--- config.mk ---
export PLATFORM = sky130hd
export DESIGN_NAME = base64_strict_decoder
export DESIGN_NICKNAME = d
export VERILOG_FILES = /design/src/hw/rtl/b64sd_pkg.sv /design/src/hw/rtl/b64sd_front.sv /design/src/hw/rtl/b64sd_queue.sv /design/src/hw/rtl/b64sd_back.sv /design/src/hw/rtl/base64_strict_decoder.sv
export SDC_FILE = /design/constraint.sdc
export NUM_CORES = 1
export LEC_CHECK = 0
export BUFFER_PORTS_ARGS = -buffer_cell sky130_fd_sc_hd__buf_2
export CORE_ASPECT_RATIO = 1.5
export CORE_MARGIN = 2
export CORE_UTILIZATION = 66
export DETAILED_ROUTE_END_ITERATION = 16
export PLACE_DENSITY_LB_ADDON = 0.2
export SYNTH_ARGS = -nofsm -noshare
export SYNTH_HDL_FRONTEND = slang
export SYNTH_HIERARCHICAL = 1
export SYNTH_SLANG_ARGS = --single-unit
--- constraint.sdc ---
create_clock -name clock -period 6.05 [get_ports clock]
set_input_delay 1.21 -clock clock [delete_from_list [all_inputs] [get_ports clock]]
set_output_delay 1.21 -clock clock [all_outputs]
set_load 0.02 [all_outputs]
--- src/hw/rtl/b64sd_pkg.sv ---
package b64sd_pkg;

   // Queue between front and back; the depth must be a power of two.
   localparam int Q_DEPTH = 4;
   localparam int Q_PTR_W = $clog2(Q_DEPTH);
   localparam int Q_CNT_W = $clog2(Q_DEPTH + 1);

   localparam logic [7:0] PAD_CHAR  = 8'h3D;
   localparam logic [6:0] NO_SEXTET = 7'd64;

   // Byte places within a decoded group.
   localparam logic [1:0] BYTE_HI  = 2'd0;
   localparam logic [1:0] BYTE_MID = 2'd1;
   localparam logic [1:0] BYTE_LO  = 2'd2;

   // One group's worth of work for the back end.
   typedef struct packed {
      logic [23:0] value;   // four sextets, first one highest
      logic [1:0]  count;   // bytes to emit, 1 to 3
      logic        fin;     // group closes the message
      logic        err;     // emit a single error result instead
   } b64sd_cmd_type;

   typedef struct packed {
      logic full;
      logic empty;
   } b64sd_qstat_type;

   // Sextet value of a character, or NO_SEXTET outside the alphabet.
   function automatic logic [6:0] sextet_of(input logic [7:0] c);
      logic [6:0] r;
      r = NO_SEXTET;
      if (c >= 8'h41 && c <= 8'h5A) begin
         r = 7'(c - 8'h41);
      end else if (c >= 8'h61 && c <= 8'h7A) begin
         r = 7'(c - 8'h61 + 8'd26);
      end else if (c >= 8'h30 && c <= 8'h39) begin
         r = 7'(c - 8'h30 + 8'd52);
      end else if (c == 8'h2B) begin
         r = 7'd62;
      end else if (c == 8'h2F) begin
         r = 7'd63;
      end
      return r;
   endfunction

endpackage

--- src/hw/rtl/b64sd_front.sv ---
module b64sd_front import b64sd_pkg::*; (
   input  logic          clock,
   input  logic          reset,
   input  logic          accept,
   input  logic [7:0]    char_code,
   input  logic          final_char,
   output logic          push_valid,
   output b64sd_cmd_type push_cmd
);

   logic [1:0]  pos_ff, pos_in;
   logic [17:0] sext_ff, sext_in;
   logic        tp_ff, tp_in;
   logic        bad_ff, bad_in;
   logic        discard_ff, discard_in;

   logic [6:0]  code;
   logic        valid_c;
   logic        pad;
   logic [5:0]  sx;
   logic        bad_v;
   logic        tp_v;
   logic [17:0] sext_v;

   assign code    = sextet_of(char_code);
   assign valid_c = !code[6];
   assign pad     = (char_code == PAD_CHAR);
   assign sx      = valid_c ? code[5:0] : 6'd0;

   always_comb begin
      pos_in     = pos_ff;
      sext_in    = sext_ff;
      tp_in      = tp_ff;
      bad_in     = bad_ff;
      discard_in = discard_ff;
      push_valid = 1'b0;
      push_cmd   = '0;
      bad_v      = bad_ff;
      tp_v       = tp_ff;
      sext_v     = sext_ff;

      unique case (pos_ff)
         2'd0: begin
            bad_v  = bad_ff | !valid_c;
            sext_v = {sx, 12'd0};
            tp_v   = 1'b0;
         end
         2'd1: begin
            bad_v  = bad_ff | !valid_c;
            sext_v = {sext_ff[17:12], sx, 6'd0};
         end
         2'd2: begin
            if (pad) begin
               tp_v = 1'b1;
            end else begin
               bad_v = bad_ff | !valid_c;
            end
            sext_v = {sext_ff[17:6], sx};
         end
         default: begin
            if (pad) begin
               bad_v = bad_ff | !final_char;
            end else begin
               bad_v = bad_ff | !valid_c | tp_ff;
            end
         end
      endcase

      if (accept) begin
         if (discard_ff) begin
            // Swallow everything up to and including the final character.
            if (final_char) begin
               discard_in = 1'b0;
               pos_in     = 2'd0;
               sext_in    = '0;
               tp_in      = 1'b0;
               bad_in     = 1'b0;
            end
         end else if (pos_ff != 2'd3 && !final_char) begin
            pos_in  = 2'(pos_ff + 2'd1);
            sext_in = sext_v;
            tp_in   = tp_v;
            bad_in  = bad_v;
         end else begin
            push_valid     = 1'b1;
            push_cmd.err   = (pos_ff != 2'd3) || bad_v;
            push_cmd.value = {sext_v, sx};
            push_cmd.count = 2'd1 + {1'b0, !tp_ff} + {1'b0, !pad};
            push_cmd.fin   = final_char;
            discard_in     = push_cmd.err && !final_char;
            pos_in         = 2'd0;
            sext_in        = '0;
            tp_in          = 1'b0;
            bad_in         = 1'b0;
         end
      end
   end

   always_ff @(posedge clock) begin
      if (reset) begin
         pos_ff     <= 2'd0;
         sext_ff    <= '0;
         tp_ff      <= 1'b0;
         bad_ff     <= 1'b0;
         discard_ff <= 1'b0;
      end else begin
         pos_ff     <= pos_in;
         sext_ff    <= sext_in;
         tp_ff      <= tp_in;
         bad_ff     <= bad_in;
         discard_ff <= discard_in;
      end
   end

endmodule

--- src/hw/rtl/b64sd_queue.sv ---
module b64sd_queue import b64sd_pkg::*; (
   input  logic            clock,
   input  logic            reset,
   input  logic            push,
   input  b64sd_cmd_type   push_cmd,
   input  logic            pop,
   output b64sd_cmd_type   head_cmd,
   output b64sd_qstat_type status
);

   b64sd_cmd_type      mem_ff [Q_DEPTH];
   logic [Q_PTR_W-1:0] wr_ff, wr_in;
   logic [Q_PTR_W-1:0] rd_ff, rd_in;
   logic [Q_CNT_W-1:0] cnt_ff, cnt_in;
   logic               do_push;
   logic               do_pop;

   assign status.full  = (cnt_ff == Q_CNT_W'(Q_DEPTH));
   assign status.empty = (cnt_ff == '0);
   assign do_push      = push && !status.full;
   assign do_pop       = pop && !status.empty;
   assign head_cmd     = mem_ff[rd_ff];

   always_comb begin
      wr_in  = do_push ? Q_PTR_W'(wr_ff + 1'b1) : wr_ff;
      rd_in  = do_pop ? Q_PTR_W'(rd_ff + 1'b1) : rd_ff;
      cnt_in = cnt_ff;
      if (do_push && !do_pop) begin
         cnt_in = Q_CNT_W'(cnt_ff + 1'b1);
      end else if (do_pop && !do_push) begin
         cnt_in = Q_CNT_W'(cnt_ff - 1'b1);
      end
   end

   always_ff @(posedge clock) begin
      if (do_push) begin
         mem_ff[wr_ff] <= push_cmd;
      end
   end

   always_ff @(posedge clock) begin
      if (reset) begin
         wr_ff  <= '0;
         rd_ff  <= '0;
         cnt_ff <= '0;
      end else begin
         wr_ff  <= wr_in;
         rd_ff  <= rd_in;
         cnt_ff <= cnt_in;
      end
   end

endmodule

--- src/hw/rtl/b64sd_back.sv ---
module b64sd_back import b64sd_pkg::*; (
   input  logic            clock,
   input  logic            reset,
   input  b64sd_cmd_type   head_cmd,
   input  b64sd_qstat_type status,
   output logic            pop,
   output logic            rsp_tvalid,
   input  logic            rsp_tready,
   output logic [7:0]      rsp_tdata,
   output logic            rsp_tlast,
   output logic [1:0]      rsp_tuser
);

   logic [1:0] idx_ff, idx_in;
   logic       ovalid_ff, ovalid_in;
   logic [7:0] odata_ff, odata_in;
   logic       olast_ff, olast_in;
   logic       orun_ff, orun_in;
   logic       obad_ff, obad_in;
   logic       load;
   logic       last_byte;
   logic [7:0] byte_sel;

   // The output register takes a new item whenever it is empty or being drained.
   assign load      = !status.empty && (!ovalid_ff || rsp_tready);
   assign last_byte = (idx_ff == 2'(head_cmd.count - 2'd1));

   always_comb begin
      unique case (idx_ff)
         BYTE_HI:  byte_sel = head_cmd.value[23:16];
         BYTE_MID: byte_sel = head_cmd.value[15:8];
         BYTE_LO:  byte_sel = head_cmd.value[7:0];
         default:  byte_sel = 8'd0;
      endcase
   end

   always_comb begin
      idx_in    = idx_ff;
      ovalid_in = ovalid_ff && !rsp_tready;
      odata_in  = odata_ff;
      olast_in  = olast_ff;
      orun_in   = orun_ff;
      obad_in   = obad_ff;
      pop       = 1'b0;
      if (load) begin
         ovalid_in = 1'b1;
         if (head_cmd.err) begin
            odata_in = 8'd0;
            olast_in = 1'b1;
            orun_in  = 1'b1;
            obad_in  = 1'b1;
            pop      = 1'b1;
            idx_in   = 2'd0;
         end else begin
            odata_in = byte_sel;
            orun_in  = last_byte;
            olast_in = last_byte && head_cmd.fin;
            obad_in  = 1'b0;
            pop      = last_byte;
            idx_in   = last_byte ? 2'd0 : 2'(idx_ff + 2'd1);
         end
      end
   end

   always_ff @(posedge clock) begin
      if (reset) begin
         idx_ff    <= 2'd0;
         ovalid_ff <= 1'b0;
      end else begin
         idx_ff    <= idx_in;
         ovalid_ff <= ovalid_in;
      end
      odata_ff <= odata_in;
      olast_ff <= olast_in;
      orun_ff  <= orun_in;
      obad_ff  <= obad_in;
   end

   assign rsp_tvalid = ovalid_ff;
   assign rsp_tdata  = odata_ff;
   assign rsp_tlast  = olast_ff;
   assign rsp_tuser  = {obad_ff, orun_ff};

endmodule

--- src/hw/rtl/base64_strict_decoder.sv ---
// Channel  | Direction | Payload
// req_*    | in        | tdata = char_code, tlast = final_char
// rsp_*    | out       | tdata = data_byte, tlast = message_end, tuser = run_last, invalid
//
// One character is accepted per cycle while the four-entry group queue has room.
// A group's closing character pushes it into the queue, from whose head its results move to
// the output register; they follow one per cycle from there while rsp_tready is high.
// Reset is synchronous and clears the group state, the queue and the output.
// A stalled result fills the queue; req_tready falls only when it is full.
module base64_strict_decoder import b64sd_pkg::*; (
   input  logic       clock,
   input  logic       reset,
   input  logic       req_tvalid,
   output logic       req_tready,
   input  logic [7:0] req_tdata,   // [7:0] char_code
   input  logic       req_tlast,
   output logic       rsp_tvalid,
   input  logic       rsp_tready,
   output logic [7:0] rsp_tdata,   // [7:0] data_byte
   output logic       rsp_tlast,
   output logic [1:0] rsp_tuser    // [0] run_last, [1] invalid
);

   b64sd_cmd_type   push_cmd;
   b64sd_cmd_type   head_cmd;
   b64sd_qstat_type status;
   logic            push_valid;
   logic            pop;
   logic            accept;

   assign req_tready = !status.full;
   assign accept     = req_tvalid && req_tready;

   b64sd_front u_front (
      .clock      (clock),
      .reset      (reset),
      .accept     (accept),
      .char_code  (req_tdata),
      .final_char (req_tlast),
      .push_valid (push_valid),
      .push_cmd   (push_cmd)
   );

   b64sd_queue u_queue (
      .clock    (clock),
      .reset    (reset),
      .push     (push_valid),
      .push_cmd (push_cmd),
      .pop      (pop),
      .head_cmd (head_cmd),
      .status   (status)
   );

   b64sd_back u_back (
      .clock      (clock),
      .reset      (reset),
      .head_cmd   (head_cmd),
      .status     (status),
      .pop        (pop),
      .rsp_tvalid (rsp_tvalid),
      .rsp_tready (rsp_tready),
      .rsp_tdata  (rsp_tdata),
      .rsp_tlast  (rsp_tlast),
      .rsp_tuser  (rsp_tuser)
   );

   a_no_push_when_full: assert property (@(posedge clock) disable iff (reset)
      push_valid |-> !status.full)
      else $error("group pushed into a full queue");

   a_error_item_shape: assert property (@(posedge clock) disable iff (reset)
      rsp_tvalid && rsp_tuser[1] |-> rsp_tlast && rsp_tuser[0] && rsp_tdata == 8'd0)
      else $error("error item is not a closing zero item");

   a_end_is_run_last: assert property (@(posedge clock) disable iff (reset)
      rsp_tvalid && rsp_tlast |-> rsp_tuser[0])
      else $error("message end on an item that is not last of its run");

   a_pop_only_nonempty: assert property (@(posedge clock) disable iff (reset)
      pop |-> !status.empty)
      else $error("queue popped while empty");

endmodule

* Yosys cells after proc, flatten, opt, wreduce, memory -nomap -nowiden
Memories as Yosys holds them, arrays and structs flattened. A register that Yosys moved wholly into a read port is not among the register bits. Cells that the tools add are included.
Word-level totals: logic and storage cells 127, bits of input ports 13, output and inout port bits 13, memories kept 1, bits in writable memories 112, register bits after elaboration 44
Memories:
- u_queue.mem_ff | depth 4, bits a word 28, rd ports 1, clocked after memory_dff 1, wr ports 1, line b64sd_queue.sv:11 | b64sd_cmd_type mem_ff [Q_DEPTH];
Cells by class: $add $sub $neg 14, multiplexer cells 45, magnitude comparators 6, bitwise gates (word level) 3, reduce and logical (&&, ||, !) cells 31, equality and inequality tests 13
Operator list (number):
- $mux 28 | 3
- $mux 18 | 3
- $pmux 18 s3 | 1
- $mux 7 | 5
- $eq 8x6->1 const B | 3
- $pmux 8 s3 | 1
- $mux 1 | 20
- $ge 8x7->1 const B | 2
- $le 8x7->1 const B | 2
- $mux 2 | 7
- $sub 7x7->7 const B | 2
- $logic_and 1x1->1 | 13
- $logic_not 1->1 | 9
- $add 2x1->2 const B | 4
- $ge 8x6->1 const B | 1
- $le 8x6->1 const B | 1
- $add 7x5->7 const B | 1
- $add 7x6->7 const B | 1
- $sub 7x6->7 const B | 1
- $mux 3 | 2
- $mux 6 | 1
- $eq 2x1->1 const B | 2
- $eq 2x2->1 const B | 2
- $logic_not 2->1 | 2
- 18 further kinds | 23

* Logic depth before layout (Yosys ltp)
Gate-level depths: netlist of the first run.
depth after elaboration 14, gate-level depth with buffers 14, mapped depth without buffers 13

* Hierarchy
The synthesis of the first run kept the hierarchy.
By module, submodules not included:
- b64sd_queue | area each 4530.6 um2, cells each 194, times used 1, seq. area each 3543.4 um2
- b64sd_front | area each 2031.9 um2, cells each 253, times used 1, seq. area each 460.4 um2
- b64sd_back | area each 714.4 um2, cells each 59, times used 1, seq. area each 390.4 um2
- base64_strict_decoder | area each 10.0 um2, cells each 2, times used 1, seq. area each 0.0 um2

* Worst setup path after synthesis of the first run
No wires, ideal clock.
kind input to register, start point in req_tvalid, end point reg u_queue.cnt_ff[2], required time 5.980 ns, cell stages on the path 13, buffers on the path 1, slack 2.442 ns, arrival time 3.538 ns, library setup time 0.070 ns, cells stage by stage nor2b_1 -> nor2b_1 -> buf_2 -> o21ai_0 -> clkinv_1 -> inv_1 -> nor2_2 -> ha_1 -> inv_1 -> fa_1 -> xor2_1 -> or3_1 -> a21oi_1
On the way: word-level cells in the longest chain between the ends 6, elaborated cells between the ends (all ways) 8, those cells by class mux: 2; reduce/logical: 6
RTL lines:
- start: declaration | line base64_strict_decoder.sv:13 | input logic req_tvalid,
- $logic_and 1x1->1 * | line base64_strict_decoder.sv:32 | assign accept = req_tvalid && req_tready;
- $mux 1 * | line b64sd_front.sv:69 | if (accept) begin
- net push_valid | line base64_strict_decoder.sv:27 | logic push_valid;
- $logic_and 1x1->1 * | line b64sd_queue.sv:20 | assign do_push = push && !status.full;
- net u_queue.do_push | line b64sd_queue.sv:15 | logic do_push;
- $logic_not 1->1 | line b64sd_queue.sv:30 | end else if (do_pop && !do_push) begin
- $logic_and 1x1->1 | line b64sd_queue.sv:30
- $reduce_bool 2->1 (no line)
- end signal: assignment | line b64sd_queue.sv:49 | cnt_ff <= cnt_in;
- end: declaration | line b64sd_queue.sv:14 | logic [Q_CNT_W-1:0] cnt_ff, cnt_in;
The timed path passes the listed nets; every way through them passes the cells marked *. A chain may end at the register's enable or synchronous reset.

* Worst setup path after layout of the first run
start point in req_tvalid, end point reg u_queue.cnt_ff[2]
On the way: word-level cells in the longest chain between the ends 6, elaborated cells between the ends (all ways) 8, those cells by class mux: 2; reduce/logical: 6
RTL lines:
- $logic_and 1x1->1 * | line base64_strict_decoder.sv:32
- net accept | line base64_strict_decoder.sv:29 | logic accept;
- $mux 1 * | line b64sd_front.sv:69
- net push_valid | line base64_strict_decoder.sv:27
- $logic_and 1x1->1 * | line b64sd_queue.sv:20
- net u_queue.do_push | line b64sd_queue.sv:15
- $logic_not 1->1 | line b64sd_queue.sv:30
- $logic_and 1x1->1 | line b64sd_queue.sv:30
- $reduce_bool 2->1 (no line)
Marks and branches as above.

==> flow_metrics.py, run 1 <==
metrics = {
    "synth": {
        "synthCells": 508,
        "synth-edff-count": 123,
        "synth_area_leaders": "edfxtp_1 (51%), dfxtp_1 (9.6%), mux4_2 (8.7%), ha_1 (3.8%), a22o_1 (2.0%)",
        "yosysWarnings": 6,
        "syn_nets": 544,
        "synth.distinct_cells": 73,
        "avgSynthCellArea_um2": 14.3,
        "dominantRegCellSynth": "edfxtp_1",
        "yosys_register_bits": 158,
        "yosysSeqAreaShare_pct": 60.3,
        "synth_top_area_cell": "edfxtp_1",
        "yosys.area.top_type_share_pct": 50.7,
        "async_reset_ff_share_pct": 0,
        "synth_area_mm2": 0.00729,
    },
    "timing": {
        "worst_slew_pin_slew_ps": 962,
        "grt_setup_unrepaired": "false",
        "setup_slack_ps": 2230,
        "maxSlewHeadroom_pct": 35.7,
        "fin_tns_setup_ps": 0,
        "finalCritPeriodShare_pct": 63.1,
        "finClkSkew_ps": 7.91,
        "fmax_mhz": 262,
        "setup_viol": 0,
        "whs_ps": 473,
        "slew_viol_final": 0,
        "layout_min_cycle_time_ps": 3820,
        "hold_viol": 0,
    },
    "global_route": {
        "grtUsageTotal_pct": 27.5,
        "grt_pass1_wl_mm": 24.9,
        "antenna_found_initial": 0,
        "gr-total-overflow": 0,
        "grt_max_degree": 29,
        "first_global_vias": 4628,
    },
    "final_layout": {
        "nets": 570,
        "final_cell_area_mm2": 0.00809,
        "diodes": 0,
        "drive_gt1_share_pct": 21.2,
        "layout_common_cells": "edfxtp_1 (123), dfxtp_1 (34), nor2_1 (33), mux4_2 (28), buf_2 (25)",
        "area.growth.synth_to_final_pct": 11.0,
        "n_fill_cell": 667,
        "post-route-util_pct": 74.4,
        "final_common_cell": "edfxtp_1",
    },
    "cts": {
        "cts_sinks": 158,
        "hold_buffers": 0,
        "cts-root-buf": "clkbuf_16",
        "postCtsSetupRepairBufs": 0,
        "htreeDepth": 4,
        "cts_buffers": 17,
        "clkLatencyLatePin_ps": 420,
        "cts_tree": "yes",
        "cts_resized": 0,
        "cts.path.max_buffers": 2,
        "cts.clk_slew.worst_paths_ps": 60,
    },
    "place": {
        "dp_slack_ps": 1840,
        "gp_congestion": 1.01,
        "port_buffers": 25,
        "placed_area_mm2": 0.00749,
        "post-dp-hpwl_mm": 10.2,
    },
    "run_status": {
        "status": "completed",
    },
    "setup_path": {
        "crit_chain": "buf_2, nor2b_1, nor2b_1, o21ai_0, clkinv_1, inv_1, nor2_2, ha_1, inv_1, fa_1, xor2_1, or3_1, a21oi_1",
        "crit_cells": 13,
        "required_ps": 6400,
        "critPathLaunchType": "input pin",
        "r2r_setup_slack_ps": 2430,
        "crit_buf_inv": 4,
        "slowest_stage": "nor2b_1",
        "critPathCaptureType": "flop",
        "crit_fanout": 9,
        "critPathKind": "in2reg",
        "arrival_ps": 4170,
        "ff2ff_path_depth": 13,
        "cpLargestDelayFamily": "simple AND/OR/NAND/NOR gates",
        "cpPeakStageDelay_ps": 520,
    },
    "drt": {
        "vias_per_cell": 6.63,
        "drt-wirelength-per-cell_um": 22.1,
        "ant_nets": 0,
        "drtIter0Drc": 420,
        "via_count": 4599,
        "drcViolationCount": 0,
        "drt_first_pass_iters": 5,
        "routed_wl_mm": 15.4,
    },
    "floorplanning": {
        "start_util_pct": 67.0,
        "ioPinCount": 26,
        "fp.dieArea_mm2": 0.0119,
        "die_w_um": 89.8,
        "core_area_mm2": 0.0109,
        "dieHeight_um": 133,
        "rows": 47,
    },
    "flow_run": {
        "max_cap_viol_count": 0,
    },
    "worst_hold_path": {
        "min_path_cells": 2,
        "hp-class": "reg2reg",
    },
    "power_and_ir_drop": {
        "power_leakage_nw": 2.84,
        "p_per_area_mw_per_mm2": 392,
        "irDropWorstVdd_mv": 0.241,
    },
}
-- cell usage after synthesis, drive strengths merged, types with 4 or more instances --
cell type,instances
a21oi,14
a222oi,8
a22o,17
a31oi,5
a32o,5
and2,8
buf,15
clkbuf,11
dfxtp,35
edfxtp,123
ha,22
inv,16
mux4,28
nand2,15
nand2b,9
nand3,24
nor2,34
nor2b,5
nor3,11
nor3b,4
o21ai,24
o31ai,6
or2,5
or3,4
xnor2,5
xor2,6
-- power breakdown --
group          leakage [nW]  internal [mW]  switching (mW)
registers              1.47           1.31          0.0541
logic                  1.08          0.298           0.441
clock network         0.288          0.621           0.447
-- layout make-up --
| type | count | area [um^2] | area share, % |
|---|---|---|---|
| tap | 147 | 184 | 2.27 |
| multi-input combinational | 307 | 2670 | 33.0 |
| clock buffer | 17 | 425 | 5.26 |
| clock inverter | 15 | 171 | 2.12 |
| timing repair buffer | 33 | 185 | 2.29 |
| sequential | 158 | 4400 | 54.3 |
| inverter | 17 | 63.8 | 0.789 |
-- registers in the layout, indices dropped and copies added (netlist names), 2 cells and up, named ones only --
| register | flops |
|---|---|
| u_front/pos_ff | 2 |
| u_queue/cnt_ff | 3 |
| u_queue/wr_ff | 2 |
| u_back/rsp_tdata | 8 |
| u_back/idx_ff | 2 |
| u_queue/mem_ff | 112 |
| u_queue/rd_ff | 2 |
| u_front/sext_ff | 18 |
-- logic make-up (layout without fill, tap and decap cells) --
group | after synthesis | count (layout) | synth area share (%)
XOR/XNOR | 11 | 11 | 1.43
AND/OR/NAND/NOR | 134 | 134 | 10.5
AO/OA/AOI/OAI | 108 | 108 | 11.6
multiplexers | 31 | 31 | 9.07
adder cells (fa/ha/maj) | 23 | 23 | 4.05
flip-flops | 158 | 158 | 60.3
buffers and inverters | 43 | 82 | 3.11
-- metal layers --
| layer | part of all wire, % | vias up | global-route usage (%) |
|---|---|---|---|
| met5 | 0 | - | 0 |
| met4 | 3.3 | 0 | 11.4 |
| met3 | 4.8 | 39 | 5.98 |
| met2 | 54 | 204 | 48.1 |
| met1 | 38 | 2293 | 33.4 |
| li1 | - | 2063 | - |
-- stage by stage --
stage / std cells / total power [mW]
after floorplan: 508 / 1.96
after global placement: 662 / 2.10
after detailed placement: 662 / 2.12
after CTS: 694 / 3.19
after global routing: 694 / 3.31
final: 694 / 3.17
-- path summary, 6_finish.rpt --
kind | from | to
min | u_front/sext_ff[12] | u_front/sext_ff[12]
min reg2reg | u_front/sext_ff[12] | u_front/sext_ff[12]
max reg2reg | flop | u_queue/cnt_ff[2]
max | req_tvalid | u_queue/cnt_ff[2]
-- tightest hold or removal path, cell delays in order, from the launching register on --
cell and delay, ps:
dfxtp_1 330, nand2_1 50, o21ai_0 60
No activity file was read; power rests on OpenSTA's default activity.
==> run 2: changes to the inputs <==
--- a/config.mk
+++ b/config.mk
@@ -8,7 +8,7 @@
 export BUFFER_PORTS_ARGS = -buffer_cell sky130_fd_sc_hd__buf_2
 export CORE_ASPECT_RATIO = 1.5
 export CORE_MARGIN = 2
-export CORE_UTILIZATION = 66
+export CORE_UTILIZATION = 62
 export DETAILED_ROUTE_END_ITERATION = 16
 export PLACE_DENSITY_LB_ADDON = 0.2
 export SYNTH_ARGS = -nofsm -noshare
==> constraint.sdc (replaced) <==
create_clock -name clock -period 3.69 [get_ports clock]
set_input_delay 0.738 -clock clock [delete_from_list [all_inputs] [get_ports clock]]
set_output_delay 0.738 -clock clock [all_outputs]
set_load 0.02 [all_outputs]
==> run 2 against run 1 <==
Final area rose by 0.49%. Clock skew down 0.53 ps. Via count decreased by 0.26%. Register-to-register slack worse by 2000 ps. Clock power rose by 60%. Sequential power is 65% higher. Worst hold slack lost 15 ps. Count of clock-buffer cells in the layout unchanged. Cell count grew 1.3%. Critical path depth unchanged. Die area is 6.2% higher.
==> flow_metrics.py, run 2 (same netlist as run 1, synthesis figures left out) <==
metrics = {
    "final_layout": {
        "n_fill_cell": 726,
        "diodes": 0,
        "layout_common_cells": "edfxtp_1 (123), dfxtp_1 (34), nor2_1 (33), mux4_2 (28), buf_2 (25)",
        "final_common_cell": "edfxtp_1",
        "area.growth.synth_to_final_pct": 11.6,
        "largest-register": "u_queue/mem_ff",
        "drive_gt1_share_pct": 22.2,
        "largest_reg_flops": 112,
        "instances_no_fill": 703,
        "nets": 576,
    },
    "timing": {
        "fmax_mhz": 306,
        "grt_setup_unrepaired": "false",
        "finalCritPeriodShare_pct": 88.5,
        "hold_viol": 0,
        "finClkSkew_ps": 7.37,
        "fin_tns_setup_ps": 0,
        "slew_viol_final": 0,
        "whs_ps": 458,
        "worst_slew_pin_slew_ps": 836,
        "setup_viol": 0,
        "maxSlewHeadroom_pct": 43.8,
        "layout_min_cycle_time_ps": 3270,
    },
    "power_and_ir_drop": {
        "p_per_area_mw_per_mm2": 639,
        "irDropWorstVdd_mv": 0.421,
        "power_mw": 5.20,
        "power_leakage_nw": 2.86,
    },
    "cts": {
        "htreeDepth": 4,
        "cts.clk_slew.worst_paths_ps": 60,
        "cts_tree": "yes",
        "cts_sinks": 158,
        "cts-root-buf": "clkbuf_16",
        "cts_resized": 0,
        "hold_buffers": 0,
        "clkLatencyLatePin_ps": 410,
        "postCtsSetupRepairBufs": 0,
        "cts.path.max_buffers": 2,
        "cts_buffers": 17,
    },
    "drt": {
        "drt_first_pass_iters": 6,
        "drtIter0Drc": 397,
        "vias_per_cell": 6.52,
        "drcViolationCount": 0,
        "via_count": 4587,
        "ant_nets": 0,
        "routed_wl_mm": 16.3,
        "drt-wirelength-per-cell_um": 23.2,
    },
    "setup_path": {
        "arrival_ps": 3610,
        "required_ps": 4040,
        "critPathKind": "reg2reg",
        "crit_fanout": 17,
        "critPathLaunchType": "flop",
        "ff2ff_path_depth": 13,
        "critPathCaptureType": "flop",
    },
    "global_route": {
        "grt_pass1_wl_mm": 25.0,
        "antenna_found_initial": 0,
        "grtUsageTotal_pct": 27.0,
        "gr-total-overflow": 0,
        "first_global_vias": 4623,
        "grt_max_degree": 29,
    },
    "flow_run": {
        "max_cap_viol_count": 0,
    },
    "floorplanning": {
        "rows": 48,
        "die_w_um": 92.5,
        "dieHeight_um": 137,
        "start_util_pct": 63.5,
        "fp.dieArea_mm2": 0.0127,
        "core_area_mm2": 0.0115,
        "ioPinCount": 26,
    },
    "place": {
        "dp.cells": 671,
        "post-dp-hpwl_mm": 10.9,
        "gp_congestion": 0.961,
        "port_buffers": 25,
    },
    "run_status": {
        "status": "completed",
    },
    "worst_hold_path": {
        "min_path_cells": 2,
        "hp-class": "reg2reg",
    },
}
run 2: per-layer routing:
layer	wire, um	GRT usage (%)	vias to the layer above	share of wire (%)
met5	0	0	-	0
met3	715	4.68	39	4.4
met4	510	11.6	0	3.1
met2	8970	49.7	183	55
met1	6110	30.6	2303	37
li1	-	-	2062	-
run 2: worst max-delay path, cell delays in order, from the launching register on:
cell      delay [ps]
dfxtp_1          500
buf_4            330
mux4_2           370
nand2b_1         100
mux2i_1           90
or2_4            260
and2_4           170
o31ai_2           80
ha_1             240
inv_1             60
fa_1             370
xor2_1           170
or3_1            310
a21oi_1          140
run 2: where the power goes:
part	internal, mW	switching, mW
registers	2.15	0.106
clock network	1.01	0.705
logic	0.502	0.722
run 2: path summary, 6_finish.rpt:
path	start	endpoint	slack, ps
worst min register to register	u_front/sext_ff[12]	u_front/sext_ff[12]	460
worst min-delay path	u_front/sext_ff[12]	u_front/sext_ff[12]	460
worst max-delay path	flop	u_queue/cnt_ff[2]	420
worst max register to register	flop	u_queue/cnt_ff[2]	420
run 2: layout make-up:
type                            instances  area (um^2)  area share, %
Clock buffer                           17          425           5.23
Clock inverter                         15          163           2.00
Inverter                               17         63.8          0.785
Multi-Input combinational cell        307         2670           32.8
Sequential cell                       158         4400           54.1
Tap cell                              150          188           2.31
Timing Repair Buffer                   39          230           2.83
run 2: stage by stage:
| stage | instance area [um^2] | setup WS [ps] | util, % |
|---|---|---|---|
| after floorplan | 7290 | 554 | - |
| after global placement | 7540 | 481 | 65.8 |
| after detailed placement | 7540 | 371 | 65.8 |
| after CTS | 8130 | 419 | 70.9 |
| after global routing | 8130 | 247 | 70.9 |
| final | 8130 | 425 | 70.9 |
==> run 3: changes to the inputs <==
--- a/config.mk
+++ b/config.mk
@@ -8,7 +8,9 @@
 export BUFFER_PORTS_ARGS = -buffer_cell sky130_fd_sc_hd__buf_2
 export CORE_ASPECT_RATIO = 1.5
 export CORE_MARGIN = 2
-export CORE_UTILIZATION = 62
+export CORE_UTILIZATION = 64
+export CTS_BUF_LIST = sky130_fd_sc_hd__clkbuf_4
+export CTS_CLUSTER_DIAMETER = 60
 export DETAILED_ROUTE_END_ITERATION = 16
 export PLACE_DENSITY_LB_ADDON = 0.2
 export SYNTH_ARGS = -nofsm -noshare
==> constraint.sdc (replaced) <==
create_clock -name clock -period 3.6 [get_ports clock]
set_input_delay 0.72 -clock clock [delete_from_list [all_inputs] [get_ports clock]]
set_output_delay 0.72 -clock clock [all_outputs]
set_load 0.02 [all_outputs]
==> run 3 against run 2 <==
Core utilization up 0.12 points. Highest routed layer unchanged. Non-clock buffer count up 2. First-iteration DRC count down 0.25%. Flip-flop and latch count unchanged. Count of clock-buffer cells in the layout up 1. Register-to-register slack worse by 60 ps. Critical path depth down 1. Critical path type unchanged.
==> flow_metrics.py, run 3 (same netlist as run 1, synthesis figures left out) <==
metrics = {
    "drt": {
        "via_count": 4538,
        "drcViolationCount": 0,
        "drt-wirelength-per-cell_um": 22.6,
        "drt_first_pass_iters": 7,
        "vias_per_cell": 6.46,
        "ant_nets": 0,
        "routed_wl_mm": 15.9,
        "drtIter0Drc": 396,
    },
    "final_layout": {
        "nets": 578,
        "seqCellArea_mm2": 0.00440,
        "multi_input_area_mm2": 0.00267,
        "final_cell_area_mm2": 0.00785,
        "final_common_cell": "edfxtp_1",
        "largest_reg_flops": 112,
        "largest-register": "u_queue/mem_ff",
        "n_fill_cell": 798,
        "area.growth.synth_to_final_pct": 7.73,
        "layout_common_cells": "edfxtp_1 (123), dfxtp_1 (34), nor2_1 (33), mux4_2 (28), buf_2 (25)",
        "drive_gt1_share_pct": 22.5,
    },
    "floorplanning": {
        "core_area_mm2": 0.0111,
        "fp.dieArea_mm2": 0.0123,
        "ioPinCount": 26,
        "die_w_um": 91.1,
        "rows": 47,
        "start_util_pct": 65.9,
        "dieHeight_um": 135,
    },
    "timing": {
        "finClkSkew_ps": 29.7,
        "maxSlewHeadroom_pct": 35.7,
        "worst_slew_pin_slew_ps": 957,
        "slew_viol_final": 0,
        "setup_viol": 0,
        "layout_min_cycle_time_ps": 3230,
        "hold_viol": 0,
        "grt_setup_unrepaired": "false",
        "fmax_mhz": 309,
        "finalCritPeriodShare_pct": 89.8,
        "fin_tns_setup_ps": 0,
    },
    "setup_path": {
        "r2r_setup_slack_ps": 370,
        "critPathKind": "reg2reg",
        "crit_buf_inv": 1,
        "slowest_stage": "mux4_2",
        "cpPeakStageDelay_ps": 560,
        "arrival_ps": 3720,
        "ff2ff_path_depth": 12,
        "rr_endpoint": "u_queue/cnt_ff[2]",
        "cpLargestDelayFamily": "simple AND/OR/NAND/NOR gates",
        "critPathLaunchType": "flop",
        "critPathCaptureType": "flop",
        "required_ps": 4090,
        "crit_fanout": 6,
        "crit_chain": "mux4_2, xnor2_2, mux2i_1, or2_4, and2_4, o31ai_2, ha_1, inv_1, fa_1, xor2_1, or3_1, a21oi_1",
    },
    "place": {
        "placed_area_mm2": 0.00755,
        "gp_congestion": 0.952,
        "port_buffers": 25,
        "post-dp-hpwl_mm": 11.6,
    },
    "global_route": {
        "grt_max_degree": 29,
        "antenna_found_initial": 1,
        "gr-total-overflow": 0,
        "grtUsageTotal_pct": 26.9,
        "first_global_vias": 4593,
        "grt_pass1_wl_mm": 24.7,
    },
    "worst_hold_path": {
        "min_path_cells": 3,
        "min_to": "u_back/rsp_tvalid",
        "hp-class": "in2reg",
        "hold_start": "rsp_tready",
    },
    "cts": {
        "postCtsSetupRepairBufs": 0,
        "cts_buffers": 17,
        "cts-root-buf": "clkbuf_4",
        "cts.clk_slew.worst_paths_ps": 150,
        "cts_sinks": 158,
        "htreeDepth": 4,
        "hold_buffers": 0,
        "cts_resized": 0,
        "clkLatencyLatePin_ps": 540,
        "cts.path.max_buffers": 2,
        "cts_tree": "yes",
    },
    "power_and_ir_drop": {
        "power_leakage_nw": 2.74,
        "irDropWorstVdd_mv": 0.490,
        "p_per_area_mw_per_mm2": 590,
    },
    "flow_run": {
        "max_cap_viol_count": 0,
    },
    "run_status": {
        "status": "completed",
    },
}
run 3: cell count changes in the layout (fill, tap and decap cells not counted), sizes merged:
cell / change
clkinvlp: +1
clkbuf: +1
buf: +2
clkinv: -2
diode: +1
run 3: area by class of cell:
| type | count | area share (%) |
|---|---|---|
| sequential | 158 | 56.0 |
| multi-input combinational | 307 | 34.0 |
| timing repair buffer | 41 | 3.12 |
| tap | 147 | 2.34 |
| clock inverter | 14 | 2.01 |
| clock buffer | 18 | 1.72 |
| inverter | 17 | 0.813 |
| antenna | 1 | 0.0319 |
run 3: per-stage QoR:
step	hold WS (ps)	util (%)	setup slack, ps	power [mW]	std cells
2_1_floorplan	425	-	482	3.29	508
3_3_place_gp	439	68.3	381	3.56	670
3_5_place_dp	454	68.3	234	3.61	670
4_1_cts	435	71.0	362	4.65	702
5_1_grt	448	71.0	199	4.84	703
6_report	458	71.0	367	4.63	703
run 3: worst max-delay path by stage:
stage / startpoint / endpoint / slack (ps) / cells past startpoint
after floorplan: req_tvalid / u_queue/cnt_ff[2] / 480 / 13
after global placement: req_tdata[2] / u_queue/mem_ff[0][22] / 380 / 8
after detailed placement: req_tdata[2] / u_queue/mem_ff[3][22] / 230 / 8
after CTS: flop / u_queue/cnt_ff[2] / 360 / 12
after global routing: flop / u_queue/cnt_ff[2] / 200 / 12
final: flop / u_queue/cnt_ff[2] / 370 / 12
run 3: tightest hold or removal path, delay by kind of cell:
| kind | cells | cell delay, ps |
|---|---|---|
| AND/OR/NAND/NOR | 1 | 110 |
| AO/OA/AOI/OAI | 1 | 60 |
| buffers and inverters | 1 | 70 |
run 3: where the power goes:
group	internal [mW]	switching (mW)	total, mW	leakage [nW]
clock	0.430	0.631	1.06	0.144
combinational	0.520	0.746	1.27	1.12
sequential	2.20	0.101	2.30	1.47
run 3: routing by layer:
metal | wire (um) | track usage [%] | part of all wire, %
met3 | 613 | 3.85 | 3.9
met1 | 5960 | 31.3 | 38
met2 | 8700 | 48.9 | 55
met5 | 0 | 0 | 0
met4 | 590 | 12.5 | 3.7
